==> config.mk <==
export PLATFORM = sky130hd
export DESIGN_NAME = host_liveness_alarm_throttle
export DESIGN_NICKNAME = d
export VERILOG_FILES = /design/src/hw/rtl/hlat_pkg.sv /design/src/hw/rtl/hlat_regs.sv /design/src/hw/rtl/hlat_step.sv /design/src/hw/rtl/host_liveness_alarm_throttle.sv
export SDC_FILE = /design/constraint.sdc
export NUM_CORES = 1
export LEC_CHECK = 0
export BUFFER_PORTS_ARGS = -buffer_cell sky130_fd_sc_hd__clkbuf_2
export CAP_MARGIN = 10
export CORE_MARGIN = 4
export CORE_UTILIZATION = 58
export CTS_BUF_LIST = sky130_fd_sc_hd__clkbuf_2
export DETAILED_ROUTE_END_ITERATION = 6
export PLACE_DENSITY = 0.89
export SETUP_SLACK_MARGIN = 0.02
export SYNTH_ARGS = -nofsm -noshare
export SYNTH_HDL_FRONTEND = slang
export SYNTH_HIERARCHICAL = 1
export SYNTH_SLANG_ARGS = --single-unit
==> constraint.sdc <==
create_clock -name aclk -period 6.47 [get_ports aclk]
set_input_delay 0.3235 -clock aclk [delete_from_list [all_inputs] [get_ports aclk]]
set_output_delay 0.3235 -clock aclk [all_outputs]
set_load 0.02 [all_outputs]
==> src/hw/rtl/hlat_pkg.sv <==
// Shared types, register codes and helpers for the host liveness alarm throttle.
// No dependencies; every other RTL file of the block imports this package.
`default_nettype none

package hlat_pkg;

    localparam int CFG_INDEX_W = 8;
    localparam int CFG_DATA_W  = 32;

    // Configuration register indexes.
    localparam logic [CFG_INDEX_W-1:0] REG_DOWN_THRESHOLD = 8'd0;
    localparam logic [CFG_INDEX_W-1:0] REG_UP_THRESHOLD   = 8'd1;
    localparam logic [CFG_INDEX_W-1:0] REG_BAN_START      = 8'd2;
    localparam logic [CFG_INDEX_W-1:0] REG_BAN_END        = 8'd3;
    localparam logic [CFG_INDEX_W-1:0] REG_TIER_ONE_LAST  = 8'd4;
    localparam logic [CFG_INDEX_W-1:0] REG_TIER_ONE_SPAN  = 8'd5;
    localparam logic [CFG_INDEX_W-1:0] REG_TIER_TWO_LAST  = 8'd6;
    localparam logic [CFG_INDEX_W-1:0] REG_TIER_TWO_SPAN  = 8'd7;

    // Register reset values.
    localparam logic [7:0]  DOWN_THRESHOLD_RST = 8'd3;
    localparam logic [7:0]  UP_THRESHOLD_RST   = 8'd2;
    localparam logic [31:0] BAN_START_RST      = 32'd0;
    localparam logic [31:0] BAN_END_RST        = 32'd0;
    localparam logic [7:0]  TIER_ONE_LAST_RST  = 8'd5;
    localparam logic [31:0] TIER_ONE_SPAN_RST  = 32'd300;
    localparam logic [7:0]  TIER_TWO_LAST_RST  = 8'd10;
    localparam logic [31:0] TIER_TWO_SPAN_RST  = 32'd900;

    // Repeat interval once the alarm count is past both tiers: one hour.
    localparam logic [31:0] FALLBACK_SPAN = 32'd3600;

    // Status change codes.
    localparam logic [1:0] CHG_NONE = 2'd0;
    localparam logic [1:0] CHG_DOWN = 2'd1;
    localparam logic [1:0] CHG_UP   = 2'd2;

    typedef struct packed {
        logic        metric_seen;
        logic        ping_ok;
        logic [31:0] now_seconds;
    } hlat_in_t;

    typedef struct packed {
        logic [1:0]  status_change;
        logic        alarm_sent;
        logic        host_is_up;
        logic        banned;
        logic [7:0]  alarms_so_far;
        logic [31:0] outage_start;
    } hlat_out_t;

    typedef struct packed {
        logic [7:0]  down_threshold;
        logic [7:0]  up_threshold;
        logic [31:0] ban_start;
        logic [31:0] ban_end;
        logic [7:0]  tier_one_last;
        logic [31:0] tier_one_span;
        logic [7:0]  tier_two_last;
        logic [31:0] tier_two_span;
    } hlat_cfg_t;

    typedef struct packed {
        logic        up_flag;
        logic [7:0]  fail_count;
        logic [7:0]  good_count;
        logic [7:0]  alarm_total;
        logic [31:0] last_alarm_at;
        logic [31:0] first_alarm_at;
    } hlat_state_t;

    function automatic logic [7:0] sat_inc8(input logic [7:0] v);
        return (v == 8'hFF) ? v : v + 8'd1;
    endfunction

endpackage

`default_nettype wire

==> src/hw/rtl/hlat_regs.sv <==
// Configuration register file of the host liveness alarm throttle.
// Depends on hlat_pkg for register indexes, reset values and hlat_cfg_t.
`default_nettype none

module hlat_regs
    import hlat_pkg::*;
(
    input  wire logic                   aclk,
    input  wire logic                   aresetn,
    input  wire logic                   wr_en,
    input  wire logic [CFG_INDEX_W-1:0] wr_index,
    input  wire logic [CFG_DATA_W-1:0]  wr_data,
    output hlat_cfg_t                   cfg
);

    hlat_cfg_t cfg_reg;
    hlat_cfg_t cfg_next;

    always_comb begin
        cfg_next = cfg_reg;
        if (wr_en) begin
            case (wr_index)
                REG_DOWN_THRESHOLD: cfg_next.down_threshold = wr_data[7:0];
                REG_UP_THRESHOLD:   cfg_next.up_threshold   = wr_data[7:0];
                REG_BAN_START:      cfg_next.ban_start      = wr_data;
                REG_BAN_END:        cfg_next.ban_end        = wr_data;
                REG_TIER_ONE_LAST:  cfg_next.tier_one_last  = wr_data[7:0];
                REG_TIER_ONE_SPAN:  cfg_next.tier_one_span  = wr_data;
                REG_TIER_TWO_LAST:  cfg_next.tier_two_last  = wr_data[7:0];
                REG_TIER_TWO_SPAN:  cfg_next.tier_two_span  = wr_data;
                default:            cfg_next = cfg_reg;
            endcase
        end
    end

    always_ff @(posedge aclk) begin
        if (!aresetn) begin
            cfg_reg.down_threshold <= DOWN_THRESHOLD_RST;
            cfg_reg.up_threshold   <= UP_THRESHOLD_RST;
            cfg_reg.ban_start      <= BAN_START_RST;
            cfg_reg.ban_end        <= BAN_END_RST;
            cfg_reg.tier_one_last  <= TIER_ONE_LAST_RST;
            cfg_reg.tier_one_span  <= TIER_ONE_SPAN_RST;
            cfg_reg.tier_two_last  <= TIER_TWO_LAST_RST;
            cfg_reg.tier_two_span  <= TIER_TWO_SPAN_RST;
        end else begin
            cfg_reg <= cfg_next;
        end
    end

    assign cfg = cfg_reg;

endmodule

`default_nettype wire

==> src/hw/rtl/hlat_step.sv <==
// Per-tick decision logic: up/down qualification, ban window and repeat alarm throttling.
// Depends on hlat_pkg for the payload, state and configuration types.
`default_nettype none

module hlat_step
    import hlat_pkg::*;
(
    input  wire hlat_cfg_t   cfg,
    input  wire hlat_state_t st,
    input  wire hlat_in_t    item,
    output hlat_state_t      st_next,
    output hlat_out_t        res
);

    logic        alive;
    logic        ban;
    logic [7:0]  fail_inc;
    logic [7:0]  good_inc;
    logic [31:0] span;
    logic [32:0] due;
    logic        repeat_due;
    logic [1:0]  change;
    logic        sent;

    assign alive    = item.metric_seen | item.ping_ok;
    assign fail_inc = sat_inc8(st.fail_count);
    assign good_inc = sat_inc8(st.good_count);

    // A zero end of the window leaves that side open; both zero disables the ban.
    always_comb begin
        if (cfg.ban_start == '0 && cfg.ban_end == '0) begin
            ban = 1'b0;
        end else if (cfg.ban_end == '0) begin
            ban = (item.now_seconds >= cfg.ban_start);
        end else if (cfg.ban_start == '0) begin
            ban = (item.now_seconds <= cfg.ban_end);
        end else begin
            ban = (item.now_seconds >= cfg.ban_start) && (item.now_seconds <= cfg.ban_end);
        end
    end

    always_comb begin
        if (st.alarm_total == '0) begin
            span = '0;
        end else if (st.alarm_total <= cfg.tier_one_last) begin
            span = cfg.tier_one_span;
        end else if (st.alarm_total <= cfg.tier_two_last) begin
            span = cfg.tier_two_span;
        end else begin
            span = FALLBACK_SPAN;
        end
    end

    // The sum is kept one bit wider so that an overflowing deadline is never reached.
    assign due        = {1'b0, st.last_alarm_at} + {1'b0, span};
    assign repeat_due = ({1'b0, item.now_seconds} >= due);

    always_comb begin
        st_next = st;
        change  = CHG_NONE;
        sent    = 1'b0;
        if (st.up_flag) begin
            if (alive) begin
                st_next.good_count = good_inc;
                st_next.fail_count = '0;
            end else begin
                st_next.fail_count = fail_inc;
                st_next.good_count = '0;
                if (fail_inc >= cfg.down_threshold) begin
                    st_next.up_flag = 1'b0;
                    change          = CHG_DOWN;
                    if (!ban) begin
                        st_next.first_alarm_at = item.now_seconds;
                        st_next.last_alarm_at  = item.now_seconds;
                        st_next.alarm_total    = sat_inc8(st.alarm_total);
                        sent                   = 1'b1;
                    end
                end
            end
        end else begin
            if (alive) begin
                st_next.good_count = good_inc;
                st_next.fail_count = '0;
                if (good_inc >= cfg.up_threshold) begin
                    st_next.up_flag        = 1'b1;
                    change                 = CHG_UP;
                    sent                   = !ban;
                    st_next.alarm_total    = '0;
                    st_next.last_alarm_at  = '0;
                    st_next.first_alarm_at = '0;
                end
            end else begin
                st_next.fail_count = fail_inc;
                if (!ban && repeat_due) begin
                    st_next.last_alarm_at = item.now_seconds;
                    st_next.alarm_total   = sat_inc8(st.alarm_total);
                    sent                  = 1'b1;
                end
            end
        end
    end

    always_comb begin
        res.status_change = change;
        res.alarm_sent    = sent;
        res.host_is_up    = st_next.up_flag;
        res.banned        = ban;
        res.alarms_so_far = st_next.alarm_total;
        res.outage_start  = st_next.first_alarm_at;
    end

endmodule

`default_nettype wire

==> src/hw/rtl/host_liveness_alarm_throttle.sv <==
// Top level of the host liveness alarm throttle.
// Depends on hlat_pkg, hlat_regs and hlat_step.
`default_nettype none

// Each accepted request is one check tick and yields exactly one result. A tick is
// captured in an input register, decided by the combinational step logic against the
// stored host state, and the result lands in an output register. One request can be
// taken every cycle while the output register is empty or being drained. The state
// update of a tick and the loading of its result happen together, so ticks are always
// judged in arrival order. Configuration writes are taken in any cycle and should
// only be issued while no tick is in flight.

module host_liveness_alarm_throttle
    import hlat_pkg::*;
(
    input  wire logic                   aclk,
    input  wire logic                   aresetn,

    input  wire logic                   s_valid,
    output logic                        s_ready,
    input  wire hlat_in_t               s_data,

    output logic                        m_valid,
    input  wire logic                   m_ready,
    output hlat_out_t                   m_data,

    input  wire logic                   cfg_valid,
    output logic                        cfg_ready,
    input  wire logic [CFG_INDEX_W-1:0] cfg_index,
    input  wire logic [CFG_DATA_W-1:0]  cfg_data
);

    hlat_cfg_t   cfg;
    hlat_state_t st_reg;
    hlat_state_t st_next;
    hlat_state_t st_step;
    hlat_out_t   res;

    logic        in_vld_reg;
    hlat_in_t    in_data_reg;
    logic        out_vld_reg;
    hlat_out_t   out_data_reg;
    logic        advance;

    assign cfg_ready = 1'b1;

    hlat_regs u_regs (
        .aclk     (aclk),
        .aresetn  (aresetn),
        .wr_en    (cfg_valid),
        .wr_index (cfg_index),
        .wr_data  (cfg_data),
        .cfg      (cfg)
    );

    hlat_step u_step (
        .cfg     (cfg),
        .st      (st_reg),
        .item    (in_data_reg),
        .st_next (st_step),
        .res     (res)
    );

    // A held tick moves on when the output register is empty or being drained.
    assign advance = in_vld_reg && (!out_vld_reg || m_ready);
    assign s_ready = !in_vld_reg || advance;
    assign st_next = advance ? st_step : st_reg;

    always_ff @(posedge aclk) begin
        if (!aresetn) begin
            in_vld_reg            <= 1'b0;
            out_vld_reg           <= 1'b0;
            st_reg.up_flag        <= 1'b1;
            st_reg.fail_count     <= '0;
            st_reg.good_count     <= '0;
            st_reg.alarm_total    <= '0;
            st_reg.last_alarm_at  <= '0;
            st_reg.first_alarm_at <= '0;
        end else begin
            st_reg <= st_next;
            if (s_ready) begin
                in_vld_reg <= s_valid;
            end
            if (advance) begin
                out_vld_reg <= 1'b1;
            end else if (m_ready) begin
                out_vld_reg <= 1'b0;
            end
        end
    end

    always_ff @(posedge aclk) begin
        if (s_valid && s_ready) begin
            in_data_reg <= s_data;
        end
        if (advance) begin
            out_data_reg <= res;
        end
    end

    assign m_valid = out_vld_reg;
    assign m_data  = out_data_reg;

endmodule

`default_nettype wire

; Yosys cells after proc, flatten, opt, wreduce, memory -nomap -nowiden
; Cells that the tools add are included.
[word_totals]
inputBits = 79
wordCells = 116
regBits = 330
output_inout_bits = 48
[op_classes]
muxes = 38
reduce_logical = 27
n_lt_le_gt_ge = 7
bitwise = 1
n_addsub = 4
n_eq_ne = 14
[op_table]
columns = cell, count
row1 = $mux W72, 4
row2 = $mux W32, 4
row3 = $mux W89, 1
row4 = $mux W40, 2
row5 = $logic_not A32 Y1, 2
row6 = $mux W8, 5
row7 = $add A32 B32 Y33, 1
row8 = $ge A32 B33 Y1, 1
row9 = $eq A8 B3 Y1 const B, 4
row10 = $ge A32 B32 Y1, 1
row11 = $le A32 B32 Y1, 1
row12 = $add A8 B1 Y8 const B, 3
row13 = $eq A8 B8 Y1 const B, 3
row14 = $reduce_and A2 Y1, 9
row15 = $mux W1, 17
row16 = $eq A8 B2 Y1 const B, 2
row17 = $ge A8 B8 Y1, 2
row18 = $le A8 B8 Y1, 2
row19 = $logic_not A8 Y1, 2
row20 = $mux W16, 1
row21 = $eq A8 B1 Y1 const B, 1
row22 = $mux W2, 4
row23 = $ne A2 B2 Y1 const B, 3
row24 = $reduce_and A6 Y1, 1
row25 = 7 further kinds, 15

; Longest topological paths before layout
; Gate-level depths: netlist of the first run.
[logic_depth]
ltp_word = 10
ltp_mapped = 36
mapped_depth_nobuf = 32

; Modules after synthesis
; The synthesis of the first run kept the hierarchy.
[by_module_without_submodules]
columns = module, area_per_inst_um2, cells_per_inst, instances, seq_area_each_um2
row1 = hlat_step, 8683.3, 1308, 1, 0.0
row2 = host_liveness_alarm_throttle, 5994.5, 477, 1, 4194.0
row3 = hlat_regs, 5972.0, 576, 1, 3203.1

; Least setup slack after synthesis of the first run
; No wires, ideal clock.
[synth_path]
path_kind = reg-to-reg
start = register st_reg[65] (netlist bit)
end = register st_reg[69] (netlist bit)
t_required_ps = 6330
path_slack_ps = -106
period_less_slack_ps = 6576
t_arrival_ps = 6436
setup_time_ps = 140
path_buffers = 4
stages_incl_launch_ff = 36
path_cell_list = dfxtp_1 -> ha_1 -> nor2b_1 -> o21a_1 -> o21a_1 -> o21ai_0 -> a21oi_1 -> a211oi_1 -> clkbuf_1 -> o21ai_0 -> a21oi_1 -> ha_1 -> inv_1 -> fa_1 -> nand2b_1 -> a21oi_1 -> o31a_1 -> a21oi_1 -> o21ai_0 -> a31oi_1 -> o21ai_0 -> xnor2_1 -> ha_1 -> nand3_1 -> or4_1 -> o31a_1 -> o211ai_1 -> o211ai_1 -> a211oi_2 -> buf_4 -> buf_6 -> a31oi_1 -> o32a_1 -> buf_4 -> nand2_1 -> mux2i_1
[synth_rtl]
columns = item, line
row1 = "start, declared", host_liveness_alarm_throttle.sv:34  ; hlat_state_t st_reg;
row2 = "start signal, assigned", host_liveness_alarm_throttle.sv:80  ; st_reg <= st_next;

; Worst setup path after layout of the first run
[layout_path]
start = register u_regs.cfg_reg (netlist bit u_regs/cfg[73])
end = register st_reg[62] (netlist bit)
[layout_between]
elab_chain_cells = 8
[layout_rtl]
columns = item, line
row1 = "start, declared", hlat_regs.sv:16  ; hlat_cfg_t cfg_reg;
row2 = "start signal, assigned", hlat_regs.sv:47  ; cfg_reg <= cfg_next;
row3 = $le A8 B8 Y1, hlat_step.sv:45  ; end else if (st.alarm_total <= cfg.tier_one_last) begin
row4 = $mux W32, hlat_step.sv:45
row5 = $mux W32, hlat_step.sv:43  ; if (st.alarm_total == '0) begin
row6 = $add A32 B32 Y33, hlat_step.sv:55  ; assign due = {1'b0, st.last_alarm_at} + {1'b0, span};
row7 = $ge A32 B33 Y1, hlat_step.sv:56  ; assign repeat_due = ({1'b0, item.now_seconds} >= due);
row8 = $logic_and A1 B1 Y1, hlat_step.sv:94  ; if (!ban && repeat_due) begin
row9 = $reduce_bool A3 Y1 (no source line), -
row10 = $reduce_and A6 Y1 (no source line), -
; Every way passes these cells.
; A chain may end at the register's enable or synchronous reset.

==> reports/summary.txt, run 1 <==
status = finished, violations left
failing checks = setup timing
most used flip-flop cell after synthesis = dfxtp_1
Max Root-Sink Buffers = 3
PwrDens = 168 nW/um2
synthesized flop and latch total = 330
Tmin final = 7.03 ns
Yosys cell types = 75
GR Layer Usage met3 = 7.18%
final setup margin = -0.558 ns
Max stage delay cell, worst path = or4_4
I/O pin count = 127
critical path endpoint category = flop
setup TNS = -18.23 ns
core area = 34800 um2
Die Ht = 197 um
maximum vdd ir drop = 0.161 mV
Vias/cell = 6.13
FP Rows = 68
CTS tree = yes
# clock sinks = 330
fmax = 142 MHz
Yosys warnings = 6
gate count after technology mapping = 2361
total power = 4.09 mW
simple logic cell fraction of the synthesized area = 17.7%
GRT Total Usage = 30.3%
Final Hold Vio Count = 0
total routed wirelength = 62500 um
Worst EP arrival = 7.91 ns
Fin Clk Skew = 0.0830 ns
first-pass GRT wire length = 95500 um
DP Wirelength = 42000 um
fin util = 69.9%
max reg flops = 160
# fillers = 2457
sequential fraction of the synthesis area = 35.8%
maxcap violations = 0
grt met2 use = 48.7%
Post-synth EDFFs = 79
cell taking the most area after synthesis = dfxtp_1
Slew headroom = 23.2%
share of layout cells above drive strength 1 = 21.0%
most used cell, CP = a21oi_2
most common cell in the netlist = nand2_1
Min-Delay Path Class = in2reg
Worst Setup Path Type = reg2reg
Residual DRC = 0
Syn Area/Cell = 8.75 um2
Fin Hold WS = 0.0739 ns
post-synth net total = 2605
Pleak = 10.1 nW
Area Overhead vs Synth = 17.9%
largest family of logic cells by synthesized area = simple AND/OR/NAND/NOR gates
cts bufs inserted = 82
fin nets = 2883
RSZ-0062 raised after global routing = yes
grt met1 use = 40.2%
mux contribution to synthesized area = 15.8%
Worst-Margin Slew = 1.15 ns
total die area = 38700 um2
routability congestion estimate from global placement = 0.955
GRT busiest layer = met2
Worst-path clk slew = 0.13 ns
number of port buffers = 125
detailed-route wire length per cell = 19.8 um
largest cells by area after synthesis = dfxtp_1, mux2i_1, edfxtp_1
Antenna Nets Post-Route = 0
Setup-failing EPs final = 48
DRT Pass-1 Iters = 6
Synth Area in XOR/XNOR = 1.40%
GRT Residual Overflow = 0
largest net degree at the start of global routing = 175
slowest stage delay, CP = 0.47 ns
Yosys top cell area share = 24.3%
Async SR Flop Fraction = 0%
Data required, critical path = 7.35 ns
root buf cell = clkbuf_2
Worst-Skew Late Latency = 1.00 ns
Synth Area in Adders = 10.0%
die width = 197 um
initial antenna violation count = 1
H-tree depth = 3
synth cell count leaders = nand2_1, mux2i_1, dfxtp_1
synthesized cell area = 20600 um2
initial cell density of the core = 59.3%
vias = 19400
Worst setup SP type = flop
worst-path fanout max = 9
Starting DRT DRC Count = 2321
Slew Limit Fails = 0
vias in the first global route = 18700
Compound-Gate Fraction of Synth Area = 11.7%
Tcrit/Tclk final = 109%
cells in the final DEF, fill, tap and decap left out, drive strengths merged, types with 56 or more instances in the layout:
cell type,netlist,final
nand2,504,504
mux2i,285,285
clkbuf,79,258
dfxtp,251,251
ha,164,164
buf,98,157
inv,149,150
a21oi,103,103
o21ai,100,100
dlygate4sd3,0,88
edfxtp,79,79
nand3,62,62
nand4,59,59
nor2,56,56
logic make-up after synthesis:
family	count (synthesis)
xor gates and xnor gates	33
muxes	321
and+or+nand+nor	811
AOI/OAI and AO/OA	373
other	1
DFF	330
buffers and inverters	327
adders and majority gates	165
per-stage QoR:
step                cell area [um2]  cells  worst slack, ns
floorplan                     20700   2361           0.0230
global placement              21900   2884           -0.302
detailed placement            21900   2884           -0.529
CTS                           24000   3147          -0.0571
global route                  24300   3158           -0.715
finish                        24300   3158           -0.558
final timing paths:
kind / startpoint / to / slack (ns) / cells after the start
max: u_regs/cfg[73] / st_reg[62] / -0.56 / 36
min: s_data[4] / in_data_reg[4] / 0.07 / 2
max reg2reg: u_regs/cfg[73] / st_reg[62] / -0.56 / 36
min reg2reg: u_regs/cfg[39] / u_regs/cfg[39] / 0.46 / 2
critical path: cells and delay by family (launching register included):
kind            cells  cell delay, ns
compound gates     18            3.05
xor+xnor            1            0.15
fa+ha+maj           4            1.08
buf+inv             6            0.91
flops               1            0.35
mux                 1            0.23
simple gates        6            1.17
routing by layer:
layer | up-vias | wire length (um)
met3 | 213 | 6510
met5 | - | 0
li1 | 8841 | -
met2 | 1137 | 28400
met1 | 9169 | 25300
met4 | 0 | 2290
where the power goes:
| group | internal (mW) | switching (mW) | total (mW) |
|---|---|---|---|
| sequential | 2.14 | 0.0551 | 2.19 |
| clock | 0.570 | 0.869 | 1.44 |
| combinational | 0.179 | 0.280 | 0.458 |
| total | 2.89 | 1.20 | 4.09 |
area by class of cell:
type	count	area [um2]	share of cell area, %
multi-input cells	1704	12200	50.0
repair buffers	371	2880	11.8
diodes	1	2.50	0.0103
inverters	150	563	2.31
flip-flops and latches	330	7410	30.4
well taps	455	569	2.34
clock buffers	132	661	2.71
clock inverters	15	86.3	0.355
timing repair:
action | CTS | global route
pin swaps | 43 | 41
endpoints found under the setup margin | 49 | 49
resized for setup | 78 | 50
buffers inserted | 26 | 8
gates cloned | 2 | 2
hold endpoints to repair | 244 | 0
hold buffers | 88 | 0
Note: power is estimated with default switching activity, not from simulation.
==> run 2, diff against run 1 <==
--- a/config.mk
+++ b/config.mk
@@ -5,13 +5,14 @@
 export SDC_FILE = /design/constraint.sdc
 export NUM_CORES = 1
 export LEC_CHECK = 0
+export ABC_AREA = 1
 export BUFFER_PORTS_ARGS = -buffer_cell sky130_fd_sc_hd__clkbuf_2
 export CAP_MARGIN = 10
 export CORE_MARGIN = 4
 export CORE_UTILIZATION = 58
 export CTS_BUF_LIST = sky130_fd_sc_hd__clkbuf_2
 export DETAILED_ROUTE_END_ITERATION = 6
-export PLACE_DENSITY = 0.89
+export PLACE_DENSITY = 0.88
 export SETUP_SLACK_MARGIN = 0.02
 export SYNTH_ARGS = -nofsm -noshare
 export SYNTH_HDL_FRONTEND = slang
==> run 2 against run 1 <==
  * The flow now finishes without violations
  * Power up 27%
  * Flip-flop and latch count did not move
  * Utilization down 4.9 points
  * Setup slack better by 0.91 ns
  * Cell count up 29%
  * Count of clock-buffer cells in the layout fell by 5
  * Synthesized cell count up 42%
  * Register-to-register slack better by 0.91 ns
  * Clock skew grew 0.031 ns
  * Global-route usage decreased by 1.2 points
  * Die area is 9.3% higher
  * Routed wire length rose by 2.1%
==> reports/summary.txt, run 2 <==
status = finished, final reports clean
Worst-Skew Late Latency = 1.04 ns (+0.04 ns)
routability congestion estimate from global placement = 0.993 (+4.0%)
RR Endpoint = st_reg[53]
Yosys warnings = 6 (unchanged)
number of port buffers = 125 (unchanged)
detailed-route wire length per cell = 15.6 um (-21%)
Async SR Flop Fraction = 0% (unchanged)
Data required, critical path = 7.35 ns (about the same)
hold path depth = 2 (unchanged)
cell taking the most area after synthesis = dfxtp_1
Fin Hold WS = 0.0892 ns (+0.0153 ns)
Min-Delay Startpoint = s_data[19]
Tcrit/Tclk final = 94.6% (-14 points)
total routed wirelength = 63800 um (+2.1%)
CTS tree = yes
largest net degree at the start of global routing = 109 (-38%)
critical path endpoint category = flop
Hold EP = in_data_reg[19]
die width = 206 um (+4.6%)
reg2reg setup slack = 0.35 ns (+0.91 ns)
PwrDens = 206 nW/um2 (+23%)
synthesized cell area = 22700 um2 (+9.7%)
most common cell after layout, fill and taps aside = nand2_1
initial antenna violation count = 5 (+4)
DRT Pass-1 Iters = 6 (unchanged)
# clock sinks = 330 (unchanged)
sequential fraction of the synthesis area = 32.6% (-3.2 points)
FP Rows = 72 (+5.9%)
total die area = 42300 um2 (+9.3%)
reg2reg path depth = 50 (+39%)
post-synth net total = 3603 (+38%)
most common cell in the netlist = nand2_1
Syn Area/Cell = 6.75 um2 (-23%)
Pleak = 11.7 nW (+16%)
Worst EP arrival = 7.00 ns (-0.91 ns)
core area = 38600 um2 (+11%)
Yosys top cell area share = 22.2% (-2.2 points)
max reg flops = 160 (unchanged)
most used flip-flop cell after synthesis = dfxtp_1
largest cells by area after synthesis = dfxtp_1, nand2_1, edfxtp_1
Yosys cell types = 52 (-31%)
Area Overhead vs Synth = 10.9%
sequential share of power = 44.4% (-9.2 points)
gate count after technology mapping = 3359 (+42%)
DP Wirelength = 41400 um (-1.5%)
Max stage delay cell, worst path = fa_2
initial cell density of the core = 58.6% (-0.71 points)
vias in the first global route = 20400 (+9.3%)
synth cell count leaders = nand2_1, inv_1, nor2_1
switching share of power = 35.9% (+6.5 points)
fmax = 163 MHz (+15%)
Fin Clk Skew = 0.114 ns (+0.0311 ns)
most frequent cells in the layout = nand2_1, inv_1, nor2_1, nand3_1, a21oi_1
Clk pwr share = 30.2% (-5.0 points)
grt met2 use = 46.7% (-2.0 points)
Max Root-Sink Buffers = 3 (unchanged)
Slew headroom = 25.1% (+1.9 points)
slowest stage delay, CP = 0.35 ns (-0.12 ns)
GRT Total Usage = 29.0% (-1.2 points)
Worst-Margin Slew = 1.12 ns (-0.0316 ns)
I/O pin count = 127 (unchanged)
GRT Residual Overflow = 0 (unchanged)
internal power = 3.32 mW (+15%)
Starting DRT DRC Count = 2593 (+12%)
grt met1 use = 38.7% (-1.4 points)
most used cell, CP = nand2_1
root buf cell = clkbuf_2
Die Ht = 206 um (+4.6%)
cts bufs inserted = 89 (+8.5%)
synthesized flop and latch total = 330 (unchanged)
share of layout cells above drive strength 1 = 11.8% (-9.2 points)
H-tree depth = 3 (unchanged)
GR Layer Usage met3 = 5.52% (-1.7 points)
Vias/cell = 5.54 (-9.6%)
Post-synth EDFFs = 79 (unchanged)
worst-path fanout max = 11 (+2)
Setup-failing EPs final = 0 (-100%)
vias = 22700 (+17%)
Min-Delay Path Class = in2reg
GRT busiest layer = met2
Sw Pwr = 1.86 mW (+55%)
fin nets = 3749 (+30%)
maximum vdd ir drop = 0.107 mV (-34%)
Tmin final = 6.12 ns (-0.906 ns)
Comb power frac = 25.4% (+14 points)
first-pass GRT wire length = 101000 um (+5.7%)
Final Hold Vio Count = 0 (unchanged)
Residual DRC = 0 (unchanged)
Antenna Nets Post-Route = 0 (unchanged)
Worst-path clk slew = 0.10 ns (-0.03 ns)
Worst setup SP type = flop
Worst Setup Path Type = reg2reg
fin util = 65.0% (-4.9 points)
Slew Limit Fails = 0 (unchanged)
FF-to-FF Start = st_reg[65]
maxcap violations = 0 (unchanged)
## run 2: cell count changes in the layout (fill, tap and decap cells not counted), moves of 28 or more
cell / before / now
mux2i_1: 284 / 0
a21oi_1: 77 / 333
mux2_2: 36 / 0
nand2_2: 1 / 39
nand4_1: 59 / 31
nand2_1: 503 / 706
inv_1: 146 / 434
nor2b_1: 29 / 0
buf_4: 140 / 42
nand3_1: 57 / 364
o311ai_0: 30 / 0
nor2_1: 51 / 390
## run 2: metal layers
layer / vias up / wire, um / part of all wire, %
li1: 11200 / - / -
met1: 10200 / 26000 / 41
met2: 1185 / 29100 / 46
met3: 165 / 6720 / 11
met4: 4 / 1950 / 3.1
met5: - / 21 / 0.033
## run 2: repair_timing
| item | in CTS | in global routing |
|---|---|---|
| hold endpoints to repair | 246 | 0 |
| endpoints found under the setup margin | 0 | 49 |
| setup buffers | 0 | 12 |
| gates resized for setup | 0 | 40 |
| hold buffers | 114 | 0 |
## run 2: through the flow
stage	instance area (um2)	power [mW]	std cells	TNS [ns]	setup slack [ns]
after floorplan	22700	3.28	3359	0	0.848
after global placement	22900	3.49	3803	0	0.440
after detailed placement	22900	3.52	3803	0	0.311
after CTS	24900	5.12	4070	0	0.206
after global routing	25100	5.47	4088	-0.186	-0.0424
final	25100	5.18	4088	0	0.348
## run 2: cell type report
class / instances / area (um2)
fill: 3329 / 13500
multi-input combinational: 2343 / 12300
sequential: 330 / 7410
timing repair buffer: 288 / 2210
inverter: 452 / 1700
tap: 518 / 648
clock buffer: 127 / 636
clock inverter: 26 / 194
antenna: 3 / 7.51
timing repair inverter: 1 / 6.26
## run 2: how the worst max path moves through the flow
stage,startpoint,endpoint,slack [ns],cells past startpoint
after global placement,u_regs/cfg[73],st_reg[32],0.44,52
after CTS,st_reg[67],st_reg[40],0.21,49
after global routing,st_reg[64],st_reg[61],-0.04,52
after floorplan,st_reg[64],st_reg[66],0.85,52
after detailed placement,st_reg[67],st_reg[40],0.31,49
final,st_reg[65],st_reg[53],0.35,50
## run 2: power groups by stage
| stage | Sequential (mW) | Combinational [mW] | Clock (mW) |
|---|---|---|---|
| global placement | 2.34 | 1.15 | 0 |
| finish | 2.30 | 1.32 | 1.56 |
| CTS | 2.30 | 1.24 | 1.59 |
| detailed placement | 2.34 | 1.18 | 0 |
| floorplan | 2.32 | 0.961 | 0 |
| global route | 2.31 | 1.48 | 1.69 |
## run 2: logic make-up after synthesis
| logic type | synth area share [%] |
|---|---|
| and+or+nand+nor | 30.0 |
| buffers and inverters | 13.6 |
| AOI/OAI and AO/OA | 12.9 |
| DFF | 32.6 |
| adders and majority gates | 9.14 |
| xor gates and xnor gates | 1.70 |
| other | 0.0166 |
## run 2: worst max-delay path, delay by kind of cell, from the launching register on
family | cells | cell delay [ns]
AO/OA/AOI/OAI | 7 | 0.88
XOR/XNOR | 1 | 0.18
adder cells (fa/ha/maj) | 4 | 1.15
buffers and inverters | 9 | 0.89
flip-flops | 1 | 0.33
AND/OR/NAND/NOR | 29 | 2.60
